`src/rtl/cwm_pkg.sv`:
```
`timescale 1ns / 1ps
// Shared types and constants for the cosine window multiplier.
// No dependencies; the coefficient engine, datapath and top level import this package.
package cwm_pkg;

  localparam int SampleW = 16;
  localparam int PosW    = 12;
  localparam int LenW    = 13;
  localparam int KindW   = 2;
  localparam int CoefW   = 18;
  localparam int RegIdxW = 1;

  // coefficient table covers every position the input field can carry
  localparam int TableDepth = 1 << PosW;

  localparam logic [KindW-1:0] KindHamming  = 2'd0;
  localparam logic [KindW-1:0] KindHann     = 2'd1;
  localparam logic [KindW-1:0] KindBlackman = 2'd2;

  localparam logic [RegIdxW-1:0] RegWindowKind  = 1'd0;
  localparam logic [RegIdxW-1:0] RegFrameLength = 1'd1;

  localparam logic [KindW-1:0] KindReset = KindHamming;
  localparam logic [LenW-1:0]  LenReset  = 13'd1024;

  // coefficient 1.0 in Q1.17
  localparam logic [CoefW-1:0] CoefOne = 18'd131072;

  // window constants in Q30
  localparam logic [30:0] K054 = 31'd579820585;
  localparam logic [30:0] K046 = 31'd493921239;
  localparam logic [30:0] K042 = 31'd450971566;
  localparam logic [30:0] K008 = 31'd85899346;
  localparam logic [30:0] K050 = 31'd536870912;

  // (pi/2)^(2k)/(2k)! in Q30, k = 0..6
  localparam logic [30:0] TaylorQ30 [7] = '{
    31'd1073741824, 31'd1324675879, 31'd272375560, 31'd22401992,
    31'd987048, 31'd27061, 31'd506
  };

  typedef struct packed {
    logic signed [SampleW-1:0] sample_value;
    logic [PosW-1:0]           position;
  } in_item_t;

  typedef struct packed {
    logic signed [SampleW-1:0] windowed_value;
    logic                      position_error;
    logic                      frame_end;
  } out_item_t;

  typedef struct packed {
    logic [RegIdxW-1:0] index;
    logic [LenW-1:0]    data;
  } cfg_wr_t;

  // active window settings, frame length already clamped
  typedef struct packed {
    logic [KindW-1:0] kind;
    logic [LenW-1:0]  len;
  } win_cfg_t;

  typedef struct packed {
    logic             en;
    logic [PosW-1:0]  addr;
    logic [CoefW-1:0] data;
  } coef_wr_t;

endpackage

```
`src/rtl/cwm_coef_engine.sv`:
```
`timescale 1ns / 1ps
// Coefficient table builder: one shared multiplier sequenced over the cosine
// polynomial and window sum, writing one Q1.17 entry per position. Uses cwm_pkg.
module cwm_coef_engine (
  input  logic              clk,
  input  logic              rst,
  input  cwm_pkg::win_cfg_t wcfg,
  input  logic              restart,
  output cwm_pkg::coef_wr_t wr,
  output logic              table_ready
);
  import cwm_pkg::*;

  localparam logic [3:0] SStart = 4'd0;
  localparam logic [3:0] SDiv   = 4'd1;
  localparam logic [3:0] SCosZ  = 4'd2;
  localparam logic [3:0] SCosZW = 4'd3;
  localparam logic [3:0] SHMul  = 4'd4;
  localparam logic [3:0] SHAcc  = 4'd5;
  localparam logic [3:0] STerm  = 4'd6;
  localparam logic [3:0] STAcc  = 4'd7;
  localparam logic [3:0] SWrite = 4'd8;
  localparam logic [3:0] SDone  = 4'd9;

  localparam logic [4:0] DivBits = 5'd24;

  logic [3:0]         state;
  logic [13:0]        div_rem;
  logic [24:0]        div_quo;
  logic [4:0]         div_cnt;
  logic [23:0]        ph_q;
  logic [LenW-1:0]    ph_r;
  logic [PosW-1:0]    entry;
  logic               sel;
  logic               neg_c;
  logic [30:0]        z;
  logic [30:0]        acc;
  logic [2:0]         k;
  logic [61:0]        prod;
  logic signed [63:0] wacc;

  logic [LenW-1:0]    d;
  logic [LenW-1:0]    fill_len;
  logic               len_one;
  logic               last_entry;
  logic [30:0]        ka;
  logic signed [63:0] wbase;
  logic [30:0]        mul_a;
  logic [30:0]        mul_b;

  logic [23:0]        turn;
  logic [22:0]        rr;
  logic [13:0]        rem_sh;
  logic               div_ge;
  logic [31:0]        t;
  logic [30:0]        tk;
  logic [30:0]        acc_step;
  logic signed [63:0] term;
  logic signed [63:0] rnd;
  logic [CoefW-1:0]   coef;
  logic [LenW:0]      sum_r;
  logic               ph_ge;

  assign d          = LenW'(wcfg.len - 1'b1);
  assign fill_len   = (wcfg.len > LenW'(TableDepth)) ? LenW'(TableDepth) : wcfg.len;
  assign len_one    = (wcfg.len == LenW'(1));
  assign last_entry = (({1'b0, entry} + 1'b1) == fill_len);

  always_comb begin
    case (wcfg.kind)
      KindHamming: ka = K054;
      KindHann:    ka = K050;
      default:     ka = K042;
    endcase
  end
  assign wbase = $signed({3'b000, ka, 30'd0});

  // quarter-wave fold of the turn
  assign turn = sel ? {ph_q[22:0], 1'b0} : ph_q;
  assign rr   = turn[22] ? 23'(23'h400000 - {1'b0, turn[21:0]}) : {1'b0, turn[21:0]};

  assign rem_sh = {div_rem[12:0], (div_cnt == DivBits)};
  assign div_ge = (rem_sh >= {1'b0, d});

  assign t        = prod[61:30];
  assign tk       = TaylorQ30[k];
  assign acc_step = (t >= {1'b0, tk}) ? '0 : 31'({1'b0, tk} - t);

  assign term = $signed({2'b00, prod});
  assign rnd  = wacc + 64'sd4398046511104;
  assign coef = len_one ? CoefOne :
                ((!wacc[63] && (wacc != 64'sd0)) ? rnd[60:43] : '0);

  assign sum_r = {1'b0, ph_r} + {1'b0, div_rem[12:0]};
  assign ph_ge = (sum_r >= {1'b0, d});

  always_comb begin
    case (state)
      SCosZ: begin
        mul_a = {rr, 8'd0};
        mul_b = {rr, 8'd0};
      end
      SHMul: begin
        mul_a = acc;
        mul_b = z;
      end
      STerm: begin
        mul_a = sel ? K008 : ((wcfg.kind == KindHamming) ? K046 : K050);
        mul_b = acc;
      end
      default: begin
        mul_a = '0;
        mul_b = '0;
      end
    endcase
  end

  always_ff @(posedge clk) begin
    prod <= mul_a * mul_b;
  end

  assign wr.en       = (state == SWrite);
  assign wr.addr     = entry;
  assign wr.data     = coef;
  assign table_ready = (state == SDone);

  always_ff @(posedge clk) begin
    if (rst) begin
      state <= SStart;
    end else if (restart) begin
      state <= SStart;
    end else begin
      case (state)
        SStart: begin
          div_rem <= '0;
          div_quo <= '0;
          div_cnt <= DivBits;
          entry   <= '0;
          if (fill_len == '0) begin
            state <= SDone;
          end else if (len_one) begin
            state <= SWrite;
          end else begin
            state <= SDiv;
          end
        end
        SDiv: begin
          // one quotient bit of 2^24 / d per cycle
          div_rem <= div_ge ? 14'(rem_sh - {1'b0, d}) : rem_sh;
          div_quo <= {div_quo[23:0], div_ge};
          div_cnt <= div_cnt - 1'b1;
          if (div_cnt == '0) begin
            ph_q  <= '0;
            ph_r  <= d >> 1;
            sel   <= 1'b0;
            wacc  <= wbase;
            state <= SCosZ;
          end
        end
        SCosZ: begin
          neg_c <= turn[23] ^ turn[22];
          state <= SCosZW;
        end
        SCosZW: begin
          z     <= prod[60:30];
          acc   <= TaylorQ30[6];
          k     <= 3'd5;
          state <= SHMul;
        end
        SHMul: begin
          state <= SHAcc;
        end
        SHAcc: begin
          acc <= acc_step;
          if (k == '0) begin
            state <= STerm;
          end else begin
            k     <= k - 1'b1;
            state <= SHMul;
          end
        end
        STerm: begin
          state <= STAcc;
        end
        STAcc: begin
          wacc <= (neg_c ^ sel) ? (wacc + term) : (wacc - term);
          if (!sel && wcfg.kind[1]) begin
            sel   <= 1'b1;
            state <= SCosZ;
          end else begin
            state <= SWrite;
          end
        end
        SWrite: begin
          // advance the rounded phase by 2^24 / d
          ph_r  <= ph_ge ? LenW'(sum_r - {1'b0, d}) : sum_r[LenW-1:0];
          ph_q  <= 24'(ph_q + div_quo[23:0] + {23'd0, ph_ge});
          entry <= entry + 1'b1;
          sel   <= 1'b0;
          wacc  <= wbase;
          state <= last_entry ? SDone : SCosZ;
        end
        SDone: begin
          state <= SDone;
        end
        default: begin
          state <= SStart;
        end
      endcase
    end
  end

endmodule

```
`config.mk`:
```
export PLATFORM = sky130hd
export DESIGN_NAME = cwm_coef_engine
export DESIGN_NICKNAME = d
export VERILOG_FILES = /design/src/rtl/cwm_pkg.sv /design/src/rtl/cwm_coef_engine.sv
export SDC_FILE = /design/constraint.sdc
export NUM_CORES = 2
export LEC_CHECK = 0
export ABC_AREA = 1
export ABC_CLOCK_PERIOD_IN_PS = 7300
export BUFFER_PORTS_ARGS = -buffer_cell sky130_fd_sc_hd__buf_4
export CELL_PAD_IN_SITES_DETAIL_PLACEMENT = 0
export CELL_PAD_IN_SITES_GLOBAL_PLACEMENT = 1
export CORE_ASPECT_RATIO = 0.8
export CORE_UTILIZATION = 45
export CTS_CLUSTER_DIAMETER = 200
export DETAILED_ROUTE_END_ITERATION = 6
export PLACE_DENSITY_LB_ADDON = 0.1
export SYNTH_ARGS = -nofsm -noshare
export SYNTH_HDL_FRONTEND = slang
export SYNTH_SLANG_ARGS = --single-unit
```
`constraint.sdc`:
```
create_clock -name clk -period 7.3 [get_ports clk]
set_input_delay 1.095 -clock clk [delete_from_list [all_inputs] [get_ports clk]]
set_output_delay 1.095 -clock clk [all_outputs]
set_load 0.02 [all_outputs]
```
==> key figures <==
Routing
  • Top Layer Used: met5
  • Starting DRC count in detailed routing: 5234
  • Vias per inst: between 5 and 6
  • Final WL: 225000 microns
  • DRC: 0
  • WL met2: 87800 microns
  • Final antenna-violating net count: 0
  • DR WL/cell: 23.0 microns
  • Pre-antenna DRT Iters: 6
  • Vias: 52700
  • Detailed-routed wire length on met3: 25600 microns
  • Met1 WL: between 100000 and 150000 microns

Status
  • Status: complete, but fails checks
  • Violated checks: setup timing

Worst hold path
  • HP Class: flop to flop

Placement
  • Placed wire-length estimate: around 190000 microns
  • Placer Congestion: between 1 and 1.5
  • Port Buffers: 49

Setup path
  • Required @ worst endpoint: 7.78 ns
  • Worst path bufs/invs: 14
  • Slowest cell on crit path: fa_1
  • Worst Setup Path Type: flop to flop
  • Max incr delay on CP: around 0.6 ns
  • Worst path top cell family by delay: adder cells
  • Critical Path AT: a little under 9 ns
  • Kind of end point of the critical path: flop
  • CP Launch Type: flop
  • Worst-path fanout max: 8
  • CP dominant cell by count: fa_1

STA
  • Max-slew violations: 0
  • Setup violators final: 49
  • Worst-Margin Slew: 1.12 ns
  • Setup TNS: -35.68 ns
  • Clock skew: about 0.036 ns
  • Final WS setup: -0.946 ns
  • Min Tclk post-route: 8.25 ns
  • Final Cycle Share: 113%
  • Final Hold Vio Count: 0
  • Max frequency: 0.121 GHz
  • Slew HR: 24.8%
  • RSZ-0062 raised after global routing: yes

Yosys
  • Top post-synthesis cells by area: fa_1 (30%), edfxtp_1 (12%), inv_1 (11%)
  • Asr flop ratio synth: 0%
  • Synth Net Count: 8727
  • Synth area leader: fa_1
  • Post-synthesis cell area: 0.0563 sq mm
  • Post-synth EDFFs: 222
  • Area share of the largest cell type after synthesis: 30.0%
  • Register area share after synthesis: 14.2%
  • Main synth FF type: edfxtp_1
  • Post-Syn Area per Cell: 7.59 sq um
  • Netlist cell types: 60
  • Cells after Synth: 7408
  • Ys Warns: 0
  • FF+latch count, synth: 288

Cells and area
  • Fraction of layout cells with a size suffix above 1: 19.0%
  • Multi-input logic area: 0.0442 sq mm
  • Register area: 0.00799 sq mm
  • Synthesis-to-layout area growth: 23.8%
  • Number of fill cells: 11800
  • # nets final: between 9000 and 10000
  • Most frequent cells in the layout: inv_1 (1534), nand2_1 (1412), fa_1 (797)
  • Most common cell after layout, fill and taps aside: inv_1

Power and ir drop
  • Internal power: 0.00323 W
  • Sequential Power Share: a little under two fifths
  • Total power: 0.00486 W
  • PwrDens: 69.8 mW/mm^2
  • Combinational fraction of design power: 23.1%
  • Sw Share: 33.6%
  • Psw: 0.00163 W
  • Power share of the clock group: 39.6%
  • Leakage: 34.2 nW
  • Maximum vdd drop: 135 uV

Clocking
  • Cts bufs inserted: 35
  • Clk sinks: 288
  • Clock-pin transition on the worst setup and hold timing paths: 0.06 ns
  • H-tree depth: 2
  • Clk_lat worst skew: around 0.6 ns
  • CTS tree: done
  • Root Driver: clkbuf_16
  • Max Buffers Root-to-Sink: 3

GRT
  • Largest net degree at the start of global routing: 57
  • Initial antenna violation count: 10
  • Remaining Overflow, GRT: 0
  • GRT Total Usage: between 30% and 40%
  • Vias in the first global route: approximately 53000
  • First-pass GRT wire length: 336000 microns

Floorplanning
  • Row count: 115
  • I/O pin count: 50
  • Core area: 0.123 sq mm
  • Die W: 397 microns
  • Die area: 0.126 sq mm
  • Die Span Y: 318 microns
  • Initial Util: ~46%

Job
  • Max-cap violations: 0
-- flip-flops by register name, summed over array words and instances (netlist names) --
signal	cells
neg_c	1
sel	1
acc	31
z	31
ph_q	24
ph_r	13
div_cnt	5
entry	12
state	4
div_quo	24
wacc	64
k	3
prod	62
div_rem	13
-- cell type report --
type	instances	share of cell area, %
Inverter	1632	8.92
Timing Repair Buffer	866	11.5
Antenna cell	2	0.00719
Clock buffer	40	1.36
Tap cell	1638	2.94
Timing Repair inverter	1	0.0108
Multi-Input combinational cell	5288	63.5
Clock inverter	24	0.361
Sequential cell	288	11.5
-- per-layer routing --
layer | global-route usage [%] | up-vias
met3 | 9.02 | 306
met1 | 55.3 | 25700
met2 | 48.4 | 2419
li1 | - | 24200
met5 | 0 | -
met4 | 8.68 | 4
-- repair_timing --
action / in CTS / in global routing
pin swaps: 138 / 120
cloned: 4 / 3
hold buffers: 0 / 0
buffers inserted: 83 / 50
resized for setup: 566 / 207
setup endpoints to repair: 51 / 53
endpoints found under the hold margin: 0 / 0
-- cells by family (layout without fill, tap and decap cells) --
family | Yosys count | in the layout | synth area share, %
other | 0 | 2 | 0
DFF | 288 | 288 | 14.2
adders and majority gates | 1301 | 1301 | 40.2
buffers and inverters | 1832 | 2563 | 12.6
muxes | 1 | 1 | 0.0178
AOI/OAI and AO/OA | 960 | 960 | 9.51
and+or+nand+nor | 2838 | 2838 | 20.5
xor gates and xnor gates | 188 | 188 | 2.93
-- worst paths after layout --
| kind | slack (ns) | to | cells after the start | start |
|---|---|---|---|---|
| setup reg to reg | -0.95 | prod[46]$_DFF_P_ | 43 | sel$_DFFE_PP_ |
| hold / removal | 0.57 | div_cnt[0]$_SDFFCE_PN0P_ | 1 | div_cnt[0]$_SDFFCE_PN0P_ |
| setup / recovery | -0.95 | prod[46]$_DFF_P_ | 43 | sel$_DFFE_PP_ |
| hold reg to reg | 0.57 | div_cnt[0]$_SDFFCE_PN0P_ | 1 | div_cnt[0]$_SDFFCE_PN0P_ |
-- synthesized netlist by cell type, types with 4 or more instances --
cell type and instances:
o22ai_1 9, and2_1 4, nor3b_1 7, a211oi_1 6
a221oi_1 5, a22o_1 12, o21a_1 24, o21ai_1 21
clkbuf_1 75, a21oi_1 437, o2111ai_1 6, xor2_1 139
o211ai_1 13, xnor2_1 49, nor2_2 6, edfxtp_1 222
buf_2 100, a31oi_1 38, nor2_4 4, o21bai_1 31
buf_1 4, clkinv_1 15, ha_1 457, nand2_1 1493
nor4_1 39, a21boi_0 15, inv_1 1601, o21ai_0 288
a21o_1 37, nand3b_1 14, nor3_1 73, nand2_2 18
o22ai_2 4, dfxtp_1 66, or2_2 13, buf_6 5
nand3_1 215, nor2_1 875, nand4_1 66, fa_1 844
inv_2 16, buf_4 16
-- stage by stage --
step | instances | hold WS (ns) | setup WS, ns | utilization [%] | instance area (sq um)
2_1_floorplan | 7408 | 0.459 | -0.195 | - | 56700
3_3_place_gp | 9579 | 0.545 | -1.63 | 51.8 | 64000
3_5_place_dp | 9579 | 0.569 | -1.64 | 51.8 | 64000
4_1_cts | 9725 | 0.578 | -0.857 | 55.4 | 68300
5_1_grt | 9778 | 0.604 | -1.20 | 56.4 | 69600
6_report | 9779 | 0.571 | -0.946 | 56.4 | 69600
-- power by group through the flow --
stage                     Sequential (W)  Combinational, W  Clock, W
after floorplan                  0.00184          0.000673         0
final                            0.00181           0.00112   0.00193
after global placement           0.00185           0.00104         0
after detailed placement         0.00185           0.00104         0
after CTS                        0.00181           0.00108   0.00194
after global routing             0.00182           0.00122   0.00200
Power figures use the tool's default switching activity.
